$ cat config.mk
export PLATFORM = sky130hd
export DESIGN_NAME = stereo_rms_level_meter
export DESIGN_NICKNAME = d
export VERILOG_FILES = /design/src/design/srms_pkg.sv /design/src/design/srms_lane.sv /design/src/design/srms_div.sv /design/src/design/srms_sqrt.sv /design/src/design/stereo_rms_level_meter.sv
export SDC_FILE = /design/constraint.sdc
export NUM_CORES = 2
export LEC_CHECK = 0
export ABC_AREA = 1
export BUFFER_PORTS_ARGS = -buffer_cell sky130_fd_sc_hd__buf_2
export CORE_ASPECT_RATIO = 1.5
export CORE_MARGIN = 2
export CORE_UTILIZATION = 30
export CTS_BUF_LIST = sky130_fd_sc_hd__clkbuf_16
export DETAILED_ROUTE_END_ITERATION = 6
export GPL_ROUTABILITY_DRIVEN = 1
export PLACE_DENSITY = 0.5
export SYNTH_ARGS = -nofsm -noshare
export SYNTH_HDL_FRONTEND = slang
export SYNTH_SLANG_ARGS = --single-unit
$ cat constraint.sdc
create_clock -name clk_i -period 7.2 [get_ports clk_i]
set_input_delay 0.72 -clock clk_i [delete_from_list [all_inputs] [get_ports clk_i]]
set_output_delay 0.72 -clock clk_i [all_outputs]
set_load 0.02 [all_outputs]
$ cat src/design/srms_pkg.sv
package srms_pkg;

  localparam int SAMPLE_W     = 16;
  localparam int SQ_W         = 31;
  localparam int LEVEL_W      = 16;
  localparam int LANES        = 2;
  localparam int ROOT_W       = 16;
  localparam int RAD_W        = 2 * ROOT_W;
  localparam int MAX_FRAMES_DEF = 1024;

  localparam logic [LEVEL_W-1:0] KEEP_RESET = 16'd60948;
  localparam logic [LEVEL_W-1:0] CEIL_RESET = 16'd11141;

  localparam int CFG_IDX_W = 1;

  typedef enum logic [CFG_IDX_W-1:0] {
    CFG_KEEP = 1'b0,
    CFG_CEIL = 1'b1
  } cfg_reg_e;

endpackage

$ cat src/design/srms_lane.sv
module srms_lane
  import srms_pkg::*;
(
  input  logic                       clk_i,
  input  logic                       load_i,
  input  logic signed [SAMPLE_W-1:0] sample_i,
  output logic        [SQ_W-1:0]     sq_o
);

  logic signed [2*SAMPLE_W-1:0] prod;
  logic        [SQ_W-1:0]       sq_q;

  assign prod = sample_i * sample_i;

  always_ff @(posedge clk_i) begin
    if (load_i) begin
      sq_q <= prod[SQ_W-1:0];
    end
  end

  assign sq_o = sq_q;

endmodule

$ cat src/design/srms_div.sv
module srms_div
  import srms_pkg::*;
#(
  parameter int DIV_W = 42,
  parameter int DVS_W = 16
) (
  input  logic             clk_i,
  input  logic             rst_ni,
  input  logic             start_i,
  input  logic [DIV_W-1:0] dividend_i,
  input  logic [DVS_W-1:0] divisor_i,
  output logic             busy_o,
  output logic [DIV_W-1:0] quotient_o
);

  localparam int STEP_W = $clog2(DIV_W + 1);

  logic [STEP_W-1:0] cnt_q, cnt_d;
  logic [DVS_W-1:0]  rem_q, rem_d;
  logic [DVS_W-1:0]  dvs_q, dvs_d;
  logic [DIV_W-1:0]  quo_q, quo_d;
  logic [DVS_W:0]    rem_sh;
  logic [DVS_W+1:0]  diff;

  // one quotient bit per cycle, restoring
  assign rem_sh = {rem_q, quo_q[DIV_W-1]};
  assign diff   = {1'b0, rem_sh} - {2'b00, dvs_q};

  always_comb begin
    cnt_d = cnt_q;
    rem_d = rem_q;
    dvs_d = dvs_q;
    quo_d = quo_q;
    if (start_i) begin
      cnt_d = STEP_W'(DIV_W);
      rem_d = '0;
      dvs_d = divisor_i;
      quo_d = dividend_i;
    end else if (cnt_q != '0) begin
      cnt_d = cnt_q - 1'b1;
      if (!diff[DVS_W+1]) begin
        rem_d = diff[DVS_W-1:0];
        quo_d = {quo_q[DIV_W-2:0], 1'b1};
      end else begin
        rem_d = rem_sh[DVS_W-1:0];
        quo_d = {quo_q[DIV_W-2:0], 1'b0};
      end
    end
  end

  always_ff @(posedge clk_i or negedge rst_ni) begin
    if (!rst_ni) begin
      cnt_q <= '0;
    end else begin
      cnt_q <= cnt_d;
    end
  end

  always_ff @(posedge clk_i) begin
    rem_q <= rem_d;
    dvs_q <= dvs_d;
    quo_q <= quo_d;
  end

  assign busy_o     = (cnt_q != '0);
  assign quotient_o = quo_q;

endmodule

$ cat src/design/srms_sqrt.sv
module srms_sqrt
  import srms_pkg::*;
(
  input  logic              clk_i,
  input  logic              rst_ni,
  input  logic              start_i,
  input  logic [RAD_W-1:0]  radicand_i,
  output logic              busy_o,
  output logic [ROOT_W-1:0] root_o
);

  localparam int STEP_W = $clog2(ROOT_W + 1);

  logic [STEP_W-1:0] cnt_q, cnt_d;
  logic [RAD_W-1:0]  rad_q, rad_d;
  logic [ROOT_W:0]   rem_q, rem_d;
  logic [ROOT_W-1:0] root_q, root_d;
  logic [ROOT_W+2:0] rem_sh;
  logic [ROOT_W+2:0] trial;

  // two radicand bits per cycle
  assign rem_sh = {rem_q, rad_q[RAD_W-1 -: 2]};
  assign trial  = {1'b0, root_q, 2'b01};

  always_comb begin
    cnt_d  = cnt_q;
    rad_d  = rad_q;
    rem_d  = rem_q;
    root_d = root_q;
    if (start_i) begin
      cnt_d  = STEP_W'(ROOT_W);
      rad_d  = radicand_i;
      rem_d  = '0;
      root_d = '0;
    end else if (cnt_q != '0) begin
      cnt_d = cnt_q - 1'b1;
      rad_d = {rad_q[RAD_W-3:0], 2'b00};
      if (rem_sh >= trial) begin
        rem_d  = (ROOT_W+1)'(rem_sh - trial);
        root_d = {root_q[ROOT_W-2:0], 1'b1};
      end else begin
        rem_d  = rem_sh[ROOT_W:0];
        root_d = {root_q[ROOT_W-2:0], 1'b0};
      end
    end
  end

  always_ff @(posedge clk_i or negedge rst_ni) begin
    if (!rst_ni) begin
      cnt_q <= '0;
    end else begin
      cnt_q <= cnt_d;
    end
  end

  always_ff @(posedge clk_i) begin
    rad_q  <= rad_d;
    rem_q  <= rem_d;
    root_q <= root_d;
  end

  assign busy_o = (cnt_q != '0);
  assign root_o = root_q;

endmodule

$ cat src/design/stereo_rms_level_meter.sv
// channel     dir  handshake                      payload
// s_axis      in   s_axis_tvalid / s_axis_tready  tdata: left, right; tlast: last of buffer
// m_axis      out  m_axis_tvalid / m_axis_tready  tdata: rms, smoothed, scaled
// cfg         in   cfg_valid_i / cfg_ready_o      cfg_index_i, cfg_data_i
//
// a frame that does not close a buffer passes through the lane squares, then the merge add
// a closing frame then goes through the shared divider for the mean, the root unit,
// the smoothing multiplies and the divider again for the scaled level
// rst_ni clears the accumulator, count, smoothed level and config to their defaults
// the output register lets the next frame in while a result waits on m_axis_tready
module stereo_rms_level_meter
  import srms_pkg::*;
#(
  parameter int MAX_BUFFER_FRAMES = MAX_FRAMES_DEF
) (
  input  logic                 clk_i,
  input  logic                 rst_ni,
  input  logic                 s_axis_tvalid,
  output logic                 s_axis_tready,
  input  logic [31:0]          s_axis_tdata,   // [15:0] left_sample, [31:16] right_sample
  input  logic                 s_axis_tlast,
  output logic                 m_axis_tvalid,
  input  logic                 m_axis_tready,
  output logic [47:0]          m_axis_tdata,   // [15:0] rms, [31:16] smoothed, [47:32] scaled
  input  logic                 cfg_valid_i,
  output logic                 cfg_ready_o,
  input  logic [CFG_IDX_W-1:0] cfg_index_i,
  input  logic [LEVEL_W-1:0]   cfg_data_i
);

  localparam int CNT_W = $clog2(MAX_BUFFER_FRAMES + 1);
  localparam int SUM_W = 32 + $clog2(MAX_BUFFER_FRAMES);
  localparam int DIV_W = (SUM_W > 32) ? SUM_W : 32;
  localparam int DVS_W = (CNT_W + 1 > LEVEL_W) ? CNT_W + 1 : LEVEL_W;

  typedef enum logic [7:0] {
    ST_IDLE    = 8'b0000_0001,
    ST_MERGE   = 8'b0000_0010,
    ST_MEAN    = 8'b0000_0100,
    ST_ROOT    = 8'b0000_1000,
    ST_MUL_OLD = 8'b0001_0000,
    ST_MUL_NEW = 8'b0010_0000,
    ST_BLEND   = 8'b0100_0000,
    ST_SCALE   = 8'b1000_0000
  } state_e;

  state_e state_q, state_d;

  logic [LEVEL_W-1:0] keep_q, ceil_q;
  logic [SUM_W-1:0]   sum_q, sum_d, sum_nx;
  logic [CNT_W-1:0]   cnt_q, cnt_d, cnt_nx;
  logic [LEVEL_W-1:0] avg_q, avg_d;
  logic               last_q;
  logic [ROOT_W-1:0]  rms_q;
  logic [31:0]        acc_q, prod_q;
  logic               out_valid_q, out_valid_d;
  logic [47:0]        out_data_q;

  logic                       accept, close_buf, out_load;
  logic signed [SAMPLE_W-1:0] sample [LANES];
  logic [SQ_W-1:0]            sq [LANES];

  logic             div_start, div_busy;
  logic [DIV_W-1:0] div_dividend, div_quo;
  logic [DVS_W-1:0] div_divisor;
  logic             root_start, root_busy;
  logic [ROOT_W-1:0] root;

  logic [LEVEL_W:0]   weight;
  logic [32:0]        mul_new, blend;
  logic [31:0]        mul_old;
  logic [LEVEL_W-1:0] ceil_eff, scaled;

  assign accept        = s_axis_tvalid && s_axis_tready;
  assign s_axis_tready = (state_q == ST_IDLE);
  assign cfg_ready_o   = 1'b1;

  assign sample[0] = s_axis_tdata[15:0];
  assign sample[1] = s_axis_tdata[31:16];

  for (genvar g = 0; g < LANES; g++) begin : g_lane
    srms_lane u_lane (
      .clk_i   (clk_i),
      .load_i  (accept),
      .sample_i(sample[g]),
      .sq_o    (sq[g])
    );
  end

  // merge of both lanes into the buffer sum
  assign sum_nx    = sum_q + SUM_W'(sq[0]) + SUM_W'(sq[1]);
  assign cnt_nx    = cnt_q + 1'b1;
  assign close_buf = last_q || (cnt_nx == CNT_W'(MAX_BUFFER_FRAMES));

  assign weight  = (LEVEL_W+1)'(1 << LEVEL_W) - {1'b0, keep_q};
  assign mul_old = keep_q * avg_q;
  assign mul_new = weight * rms_q;
  assign blend   = {1'b0, acc_q} + {1'b0, prod_q} + 33'(1 << (LEVEL_W - 1));

  assign ceil_eff = (ceil_q == '0) ? LEVEL_W'(1) : ceil_q;
  assign scaled   = (div_quo[DIV_W-1:LEVEL_W] != '0) ? '1 : div_quo[LEVEL_W-1:0];
  assign out_load = (state_q == ST_SCALE) && !div_busy && (!out_valid_q || m_axis_tready);

  always_comb begin
    state_d      = state_q;
    sum_d        = sum_q;
    cnt_d        = cnt_q;
    avg_d        = avg_q;
    div_start    = 1'b0;
    div_dividend = DIV_W'(sum_nx);
    div_divisor  = DVS_W'({cnt_nx, 1'b0});
    root_start   = 1'b0;
    unique case (state_q)
      ST_IDLE: begin
        if (accept) state_d = ST_MERGE;
      end
      ST_MERGE: begin
        if (close_buf) begin
          sum_d     = '0;
          cnt_d     = '0;
          div_start = 1'b1;
          state_d   = ST_MEAN;
        end else begin
          sum_d   = sum_nx;
          cnt_d   = cnt_nx;
          state_d = ST_IDLE;
        end
      end
      ST_MEAN: begin
        if (!div_busy) begin
          root_start = 1'b1;
          state_d    = ST_ROOT;
        end
      end
      ST_ROOT: begin
        if (!root_busy) state_d = ST_MUL_OLD;
      end
      ST_MUL_OLD: state_d = ST_MUL_NEW;
      ST_MUL_NEW: state_d = ST_BLEND;
      ST_BLEND: begin
        avg_d        = blend[31:16];
        div_start    = 1'b1;
        div_dividend = DIV_W'({blend[31:16], 16'h0000});
        div_divisor  = DVS_W'(ceil_eff);
        state_d      = ST_SCALE;
      end
      ST_SCALE: begin
        if (out_load) state_d = ST_IDLE;
      end
      default: state_d = ST_IDLE;
    endcase
  end

  always_comb begin
    out_valid_d = out_valid_q;
    if (out_load) begin
      out_valid_d = 1'b1;
    end else if (m_axis_tready) begin
      out_valid_d = 1'b0;
    end
  end

  always_ff @(posedge clk_i or negedge rst_ni) begin
    if (!rst_ni) begin
      state_q     <= ST_IDLE;
      keep_q      <= KEEP_RESET;
      ceil_q      <= CEIL_RESET;
      sum_q       <= '0;
      cnt_q       <= '0;
      avg_q       <= '0;
      out_valid_q <= 1'b0;
    end else begin
      state_q     <= state_d;
      sum_q       <= sum_d;
      cnt_q       <= cnt_d;
      avg_q       <= avg_d;
      out_valid_q <= out_valid_d;
      if (cfg_valid_i) begin
        unique case (cfg_reg_e'(cfg_index_i))
          CFG_KEEP: keep_q <= cfg_data_i;
          CFG_CEIL: ceil_q <= cfg_data_i;
          default: ;
        endcase
      end
    end
  end

  always_ff @(posedge clk_i) begin
    if (accept) last_q <= s_axis_tlast;
    if (state_q == ST_ROOT && !root_busy) rms_q <= root;
    if (state_q == ST_MUL_OLD) acc_q <= mul_old;
    if (state_q == ST_MUL_NEW) prod_q <= mul_new[31:0];
    if (out_load) out_data_q <= {scaled, avg_q, rms_q};
  end

  srms_div #(
    .DIV_W(DIV_W),
    .DVS_W(DVS_W)
  ) u_div (
    .clk_i     (clk_i),
    .rst_ni    (rst_ni),
    .start_i   (div_start),
    .dividend_i(div_dividend),
    .divisor_i (div_divisor),
    .busy_o    (div_busy),
    .quotient_o(div_quo)
  );

  srms_sqrt u_sqrt (
    .clk_i     (clk_i),
    .rst_ni    (rst_ni),
    .start_i   (root_start),
    .radicand_i(div_quo[RAD_W-1:0]),
    .busy_o    (root_busy),
    .root_o    (root)
  );

  assign m_axis_tvalid = out_valid_q;
  assign m_axis_tdata  = out_data_q;

  a_ready_units_idle: assert property (@(posedge clk_i) disable iff (!rst_ni)
    s_axis_tready |-> !div_busy && !root_busy)
    else $error("input ready while a unit is busy");

  a_accept_merges: assert property (@(posedge clk_i) disable iff (!rst_ni)
    accept |=> state_q == ST_MERGE)
    else $error("accepted request not merged");

  a_count_below_limit: assert property (@(posedge clk_i) disable iff (!rst_ni)
    cnt_q < CNT_W'(MAX_BUFFER_FRAMES))
    else $error("frame count reached limit");

  a_result_from_scale: assert property (@(posedge clk_i) disable iff (!rst_ni)
    $rose(m_axis_tvalid) |-> $past(state_q == ST_SCALE))
    else $error("result without scale step");

endmodule
==> impl_metrics.json <==
{
  "status": "finished clean",
  "synth-seq-cells": 449,
  "finalCritPeriodShare_pct": 96.1,
  "synth_largest_area_cell": "fa_1",
  "hold_path.class": "in -> async",
  "hold_viol_final": 0,
  "antenna_found_initial": 9,
  "core-area_um2": 202000,
  "grt_pass1_wl_um": 289000,
  "cts_tree": "done",
  "clk_pin_slew_ps": 60,
  "grt-ovfl-total": 0,
  "drtAntennaViolNets": 0,
  "avgSynthCellArea_um2": 8.09,
  "io_pins": 106,
  "ys_top_cells_by_area": "fa_1 (30%), edfxtp_1 (14%), nand2_1 (12%)",
  "crit_path_cell_trace": "buf_4, nand2_1, fa_1, inv_1, fa_1, inv_1, fa_1, inv_1, fa_1, inv_1, fa_1, inv_1, fa_1, ha_1, nand2_1, inv_1, nand2_1, nor3_1, nand4_1, nand3_1, a21oi_1, xnor2_1",
  "fin_skew_ps": 15.6,
  "cts_max_path_buffers": 3,
  "synth_area_um2": 60800,
  "crit_path_start_kind": "register",
  "cts_buffers": 50,
  "clock_latency_ps": 660,
  "fmax_mhz": 144,
  "clockRootBuffer": "clkbuf_16",
  "critPathCaptureType": "register",
  "synth_top_area_share_pct": 29.6,
  "r2r_start": "keep_q[13]",
  "placementRows": 202,
  "htree_levels": 2,
  "cp_data_arrival_time_ps": 7350,
  "path_class": "reg -> reg",
  "critPathMaxFanout": 18,
  "num_vias": 47300,
  "layout-drive-gt1-share_pct": 4.56,
  "wl_per_cell_um": 17.9,
  "syn_inst": 7523,
  "max-cap-violations": 0,
  "fin_tns_setup_ps": 0,
  "die_h_um": 556,
  "final_nets": 9017,
  "grt_pass1_vias": 51300,
  "cp_slowest_stage_delay_ps": 590,
  "synth_ff_type": "edfxtp_1",
  "rsz0062_at_grt": "false",
  "worstPathRequired_ps": 7630,
  "drc": 0,
  "r2r_cells": 22,
  "detail_route.first_pass.iterations": 5,
  "stdcell_count": 10300,
  "ys_warn_count": 0,
  "area_growth_pct": 8.86,
  "setup_viol": 0,
  "reg2reg_to": "acc_q[25]",
  "relSlewSlack_pct": 21.8,
  "placed_cells": 10200,
  "place_congestion": 0.933,
  "die_w_um": 372,
  "slowest_stage": "dfstp_2",
  "postRouteWirelength_um": 183000,
  "drt-initial-drc-count": 2455,
  "finalCriticalPeriod_ps": 6920,
  "dp_hpwl_um": 155000,
  "via_per_inst": 4.61,
  "async_flop_share_pct": 26.9,
  "worst_slew_pin_slew_ps": 1170,
  "start_util_pct": 30.2,
  "drv_slew": 0,
  "ctsHoldBuffers": 0,
  "grt.total_usage_pct": 18.1,
  "synth_edf_count": 279,
  "grt_max_degree": 74,
  "dieArea_um2": 206000,
  "clock_sinks": 449,
  "synth.distinct_cells": 61,
  "portBuffers": 104,
  "r2r_setup_slack_ps": 280,
  "ys_seq_area_share_pct": 20.4
}
## routing by layer
metal	global-route usage [%]	routed length, um	vias to the layer above
li1	-	-	22700
met1	19.9	69200	23400
met2	35.5	101000	875
met3	1.32	5170	275
met4	6.77	7790	6
met5	0	34	-
## flip-flops by register name, summed over array words and instances, names as in the netlist
| register | flops |
|---|---|
| avg_q | 16 |
| u_div.rem_q | 16 |
| u_sqrt.cnt_q | 5 |
| m_axis_tdata | 48 |
| last_q | 1 |
| g_lane.u_lane.sq_o | 60 |
| sum_q | 42 |
| u_div.dvs_q | 16 |
| u_div.cnt_q | 6 |
| cnt_q | 11 |
| m_axis_tvalid | 1 |
| rms_q | 16 |
| keep_q | 16 |
| state_q | 8 |
| u_div.quotient_o | 42 |
| u_sqrt.rad_q | 32 |
| u_sqrt.rem_q | 17 |
| ceil_q | 16 |
| prod_q | 32 |
| u_sqrt.root_o | 16 |
| acc_q | 32 |
## what timing repair did
item	4_1_cts	5_1_grt
setup endpoints to repair	0	5
gates resized for setup	0	4
buffers inserted	0	2
## area by class of cell
cell class | instances | area (um^2)
diodes | 2 | 5.00
well taps | 2652 | 3320
repair buffers | 204 | 1300
multi-input cells | 5010 | 40600
inverters | 1845 | 6930
clock buffers | 50 | 1250
flip-flops and latches | 449 | 12400
clock inverters | 44 | 363
fillers | 21600 | 135000
## cell families (layout without fill, tap and decap cells)
| kind of cell | after synthesis | after routing | synth area share (%) |
|---|---|---|---|
| mux | 1 | 1 | 0.0165 |
| fa+ha+maj | 1402 | 1402 | 39.9 |
| other cells | 2 | 5 | 0.0123 |
| flops | 449 | 449 | 20.4 |
| simple gates | 2862 | 2862 | 19.2 |
| buf+inv | 2065 | 2143 | 12.9 |
| xor+xnor | 173 | 173 | 2.49 |
| compound gates | 569 | 569 | 5.12 |
## worst max-delay path: cells and delay by family, from the launching register on
family / cells / cell delay [ps]
AND/OR/NAND/NOR: 6 / 1440
flip-flops: 1 / 590
adder cells (fa/ha/maj): 7 / 3480
AO/OA/AOI/OAI: 1 / 120
XOR/XNOR: 1 / 320
buffers and inverters: 7 / 720
## cell usage after synthesis, types with 16 or more instances
library cell / count
nand3_1: 286
fa_1: 900
dfrtp_1: 105
nand2_1: 1937
inv_1: 1832
clkbuf_1: 169
a21oi_1: 256
dfxtp_1: 49
a21o_1: 17
nor4_1: 24
o21ai_0: 189
o21ai_1: 25
nor3_1: 41
xnor2_1: 69
o21bai_1: 25
buf_1: 20
dfstp_2: 16
nand4_1: 60
nand3b_1: 26
ha_1: 502
buf_2: 21
edfxtp_1: 279
xor2_1: 104
nor2_1: 439
## how the worst max path moves through the flow
| stage | from | to | slack [ps] | depth (start not counted) |
|---|---|---|---|---|
| floorplan | keep_q[1] | prod_q[21] | 670 | 30 |
| global placement | keep_q[0] | prod_q[24] | 330 | 28 |
| detailed placement | keep_q[0] | prod_q[21] | 310 | 27 |
| CTS | keep_q[0] | prod_q[21] | 260 | 27 |
| global route | keep_q[0] | prod_q[21] | 20 | 27 |
| finish | keep_q[13] | acc_q[25] | 280 | 22 |
## placed cells by master, fill, tap and decap left out, types with 15 or more instances in the layout
| master | n |
|---|---|
| nor2_1 | 435 |
| nand3b_1 | 26 |
| dfstp_2 | 16 |
| nand3_1 | 284 |
| buf_4 | 98 |
| edfxtp_1 | 279 |
| dfxtp_1 | 49 |
| a21o_1 | 17 |
| or2_2 | 15 |
| clkbuf_16 | 50 |
| xnor2_1 | 69 |
| ha_1 | 502 |
| nand2_1 | 1935 |
| buf_2 | 103 |
| nor4_1 | 24 |
| o21ai_0 | 189 |
| dfrtp_1 | 105 |
| nand4_1 | 60 |
| a21oi_1 | 256 |
| fa_1 | 900 |
| clkinv_1 | 18 |
| o21ai_1 | 25 |
| nor3_1 | 41 |
| o21bai_1 | 25 |
| inv_1 | 1843 |
| xor2_1 | 104 |
## through the flow
| step | setup slack [ps] | cell area [um^2] | util [%] | hold slack, ps |
|---|---|---|---|---|
| after global routing | 20.2 | 66200 | 32.8 | 50.5 |
| after floorplan | 675 | 60800 | - | 421 |
| after CTS | 259 | 66200 | 32.8 | 16.6 |
| after detailed placement | 305 | 64600 | 32.0 | 437 |
| after global placement | 332 | 64600 | 32.0 | 439 |
| final | 279 | 66200 | 32.8 | 15.2 |
Power is left out: the tool's default activity adds up to more than one toggle a clock period on the data nets, which glitch-free logic cannot reach.
